==> config.mk <==
export PLATFORM = sky130hd
export DESIGN_NAME = icac_ram
export DESIGN_NICKNAME = d
export VERILOG_FILES = /design/src/hw/rtl/icac_ram.sv
export SDC_FILE = /design/constraint.sdc
export NUM_CORES = 2
export LEC_CHECK = 0
export BUFFER_PORTS_ARGS = -buffer_cell sky130_fd_sc_hd__buf_2
export CAP_MARGIN = 15
export CORE_UTILIZATION = 40
export DETAILED_ROUTE_END_ITERATION = 6
export GPL_TIMING_DRIVEN = 1
export MAX_ROUTING_LAYER = met4
export PLACE_DENSITY = 0.65
export SETUP_SLACK_MARGIN = 0.05
export SLEW_MARGIN = 15
export SYNTH_ARGS = -nofsm -noshare
export SYNTH_HDL_FRONTEND = slang
export SYNTH_SLANG_ARGS = --single-unit
==> constraint.sdc <==
create_clock -name i_clk -period 3 [get_ports i_clk]
set_input_delay 0.3 -clock i_clk [delete_from_list [all_inputs] [get_ports i_clk]]
set_output_delay 0.3 -clock i_clk [all_outputs]
set_load 0.01 [all_outputs]
==> src/hw/rtl/icac_ram.sv <==
// generic single write port ram with registered read
module icac_ram #(
    parameter int WIDTH = 8,
    parameter int DEPTH = 256
) (
    input  logic                     i_clk,
    input  logic                     i_we,
    input  logic [$clog2(DEPTH)-1:0] i_waddr,
    input  logic [WIDTH-1:0]         i_wdata,
    input  logic [$clog2(DEPTH)-1:0] i_raddr,
    output logic [WIDTH-1:0]         o_rdata
);
    logic [WIDTH-1:0] r_mem [DEPTH];
    logic [WIDTH-1:0] r_rdata;

    always_ff @(posedge i_clk) begin
        if (i_we) begin
            r_mem[i_waddr] <= i_wdata;
        end
        r_rdata <= r_mem[i_raddr];
    end

    assign o_rdata = r_rdata;
endmodule

### Word level (Yosys, flattened, before mapping)

Memory sizes are Yosys's and may differ from the RTL's. A register that Yosys moved wholly into a read port is not among the register bits.
Cells that the tools add are included.
W data, S select, Z words.

* muxes and demuxes: 2

Operators with widths (number)
* $mux W1: 2

* memories kept: 1
* output and inout bits: 8
* word-level logic and storage cells: 3
* register bits: 0
* bits of input ports: 26
* bits in writable memories: 2048

Memories
* r_mem: words 256, bits a word 8, rd ports 1, clocked after memory_dff 1, wr ports 1, RTL line 13 `logic [WIDTH-1:0] r_mem [DEPTH];`

### Longest topological paths before layout

* depth in word-level cells: 2
* mapped depth: 11
* depth with buffers taken out: 6

### Worst setup path before layout

Ideal clock, no wire load.

* path type: input-to-reg
* start: input port i_raddr[0]
* end: register r_rdata[2] (netlist: o_rdata[2]) (read register of r_mem)
* slack: 762 ps
* library setup time: 131 ps
* required time: 2869 ps
* path buffers: 4
* arrival: 2107 ps
* stages: 9
* cells stage by stage: buf_6 > buf_12 > buf_8 > buf_2 > mux4_2 > a22oi_1 > a21oi_1 > nor4_1 > nor4_2

RTL lines
* from (decl): RTL line 10 `input logic [$clog2(DEPTH)-1:0] i_raddr,`
* to (decl): RTL line 14 `logic [WIDTH-1:0] r_rdata;`

==> run_results.csv <==
group,metric,value,unit
grt,grt_antenna_before_repair,16,
final_layout,ff_latch_area,61700,um2
run_status,outcome,"finished, final reports clean",
final_layout,fin_util,0.470,
final_layout,multiInputGateArea,16500,um2
floorplanning,fp.dieW,448,um
synthesis,synthCells,3733,
routing,drt_iter0_markers,4984,
critical_path,worstPathCellList,"mux4_2, mux4_2, nor2b_1, nor4_1, buf_4, nor4_1",
power,ir_drop,0.000627,V
timing,finalClockSkew,0.0272,ns
synthesis,syn_area,79600,um2
placed_design,gp_congestion,0.872,
critical_path,crit_path_end_kind,"flip-flop",
timing,fin_crit,2.85,ns
timing,worst_pin_slew,1.01,ns
routing,drt-wirelength-per-cell,28.2,um
synthesis,synth-async-reset-ratio,0,
final_layout,final_nets,4299,
cts,clk_pin_slew,0.06,ns
grt,gr-total-overflow,0,
cts,clk_path_buf_depth,3,
routing,drc,0,
power,internal_power,46.6,mW
final_layout,most-common-layout-cells,"2048 x edfxtp_1, 476 x buf_4, 454 x mux4_2",
critical_path,r2r.worst_path.cells,6,
power,finalPower,59.2,mW
critical_path,crit_path_top_delay_cell,"nor4_1",
synthesis,seq_area_frac_synth,0.775,
critical_path,worstPathMaxFanout,1,
cts,htree_levels,4,
timing,rsz0062_at_grt,"no",
placed_design,hpwl,127000,um
synthesis,synth.avg_cell_area,21.3,um2
placed_design,io_buffers,33,
power,p_leak,29.5,nW
floorplanning,rows,163,
grt,grt_pass1_vias,40800,
power,switchingPower,12.7,mW
floorplanning,pin_count,34,
cts,cts_setup_buffers,0,
synthesis,syn_nets,3759,
synthesis,synth.ff_latch_count,2056,
final_layout,fill_cells,16200,
power,p_per_area,638,nW/um2
cts,cts_resized,0,
critical_path,crit_arrival,3.55,ns
critical_path,critPathLaunchType,"flip-flop",
floorplanning,die_y,448,um
worst_hold_path,min_path_type,"input pin to flip-flop",
job,maxCapViolCount,0,
cts,cts_buffers,200,
critical_path,critical_path_class,"flip-flop to flip-flop",
timing,final-hold-violation-count,0,
routing,wl,200000,um
routing,first_pass_iters,5,
power,power_frac_comb,0.052,
synthesis,synth.distinct_cells,55,
grt,grt_usage,0.206,
placed_design,dp_cells,6705,
timing,tns,0,ns
cts,cts_tree,"done",
floorplanning,start_util,0.403,
final_layout,drive_above_1_share,0.297,
timing,timing.final.ws_setup,0.151,ns
synthesis,ys_warn_count,0,
timing,relSlewSlack,0.324,
cts,clk_latency,0.84,ns
floorplanning,core_area,197000,um2
timing,holdWs,0.0353,ns
critical_path,cp_data_required_time,3.70,ns
timing,setup_viol,0,
timing,slew_viol_final,0,
power,p_sw_frac,0.214,
timing,clock.fmax,0.351,GHz
critical_path,cpPeakStageDelay,0.86,ns
grt,grt_pass1_wl,289000,um
synthesis,synth_edf_count,2048,
synthesis,ys.flop_type,"edfxtp_1",
final_layout,final_cells,7089,
final_layout,area_growth,16.7,%
final_layout,finalInstanceArea,92900,um2
timing,post-route-period-util,0.950,
grt,grt_max_degree,107,
routing,vias,40400,
routing,ant_nets,0,
final_layout,layout_commonest_cell,"edfxtp_1",
worst_hold_path,hold_depth,1,
cts,cts_hold_buf,6,
cts,clkSinkCount,2056,
placed_design,post_dp_cell_area,86400,um2
placed_design,dp_slack,-0.531,ns
routing,vias_per_cell,5.69,
power,seq_power_share,0.536,
floorplanning,die-area,201000,um2
power,clockPowerShare,0.412,
cts,clock-root-buffer,"clkbuf_16",
-- worst paths after layout --
path,from,slack (ns),endpoint
setup / recovery,r_mem[67][1]$_DFFE_PP_,0.15,o_rdata[1]$_DFF_P_
hold / removal,i_wdata[5],0.04,r_mem[200][5]$_DFFE_PP_
setup reg to reg,r_mem[67][1]$_DFFE_PP_,0.15,o_rdata[1]$_DFF_P_
hold reg to reg,r_mem[32][5]$_DFFE_PP_,1.07,o_rdata[5]$_DFF_P_
-- sequential cells by signal (all words and copies together) (netlist names) --
name / cells
o_rdata: 8
r_mem: 2048
-- kinds of logic (layout without fill, tap and decap cells) --
family                 after synthesis  after routing  share of synthesized area
other                                0              8                          0
AO/OA/AOI/OAI                      385            385                     0.0342
multiplexers                       591            591                      0.146
AND/OR/NAND/NOR                    466            466                     0.0263
buffers and inverters              235            943                     0.0183
flip-flops                        2056           2056                      0.775
-- critical path, delay by kind of cell (launching register included) --
| family | cells | cell delay, ns |
|---|---|---|
| mux | 2 | 0.97 |
| buf+inv | 1 | 0.23 |
| simple gates | 3 | 1.12 |
| flops | 1 | 0.39 |
-- layer usage --
layer  up-vias  track usage  share of wire
li1      16800            -              -
met1     21400        0.277           0.41
met2      1803        0.320           0.48
met3       344       0.0316          0.072
met4         0       0.0752          0.037
met5         -            -              0
-- synth_stat cells, types with 2 or more instances --
master,instances,area (um2)
a2111oi_0,2,17.5
a2111oi_1,2,20.0
a211oi_1,16,120
a21oi_1,96,480
a221oi_1,13,114
a22o_1,8,70.1
a22oi_1,133,998
a311oi_1,2,17.5
a31oi_1,2,12.5
and2_1,6,37.5
and3b_1,2,17.5
buf_1,22,82.6
buf_12,8,160
buf_2,31,155
buf_4,27,203
buf_6,21,236
buf_8,13,195
clkbuf_1,111,417
dfxtp_1,8,160
edfxtp_1,2048,61500
mux2i_1,134,1340
mux4_1,2,52.6
mux4_2,454,10200
nand2_1,33,124
nand2b_1,8,50.1
nand3_1,34,170
nand3b_1,2,15.0
nand4_1,10,62.6
nor2_1,282,1060
nor2b_1,31,194
nor3_1,22,110
nor4_1,24,150
nor4_2,3,37.5
o211ai_1,10,75.1
o21ai_0,10,50.1
o21ai_1,2,10.0
o221ai_1,46,403
o22a_1,5,43.8
o22ai_1,28,175
o32ai_1,4,35.0
or2_2,4,25.0
-- final cells by class --
cell class / instances / area share
repair buffers: 571 / 0.0544
diodes: 8 / 0.000216
well taps: 2640 / 0.0356
multi-input cells: 1442 / 0.178
inverters: 2 / 0.0000808
flip-flops and latches: 2056 / 0.664
clock buffers: 236 / 0.0560
clock inverters: 134 / 0.0122
-- power by group through the flow --
stage	Combinational, mW	Clock [mW]	Sequential, mW
2_1_floorplan	1.54	0	32.3
3_3_place_gp	3.08	0	32.3
3_5_place_dp	3.11	0	32.4
4_1_cts	3.13	24.8	31.7
5_1_grt	3.27	25.8	31.7
6_report	3.10	24.4	31.7
Power figures use the tool's default switching activity.
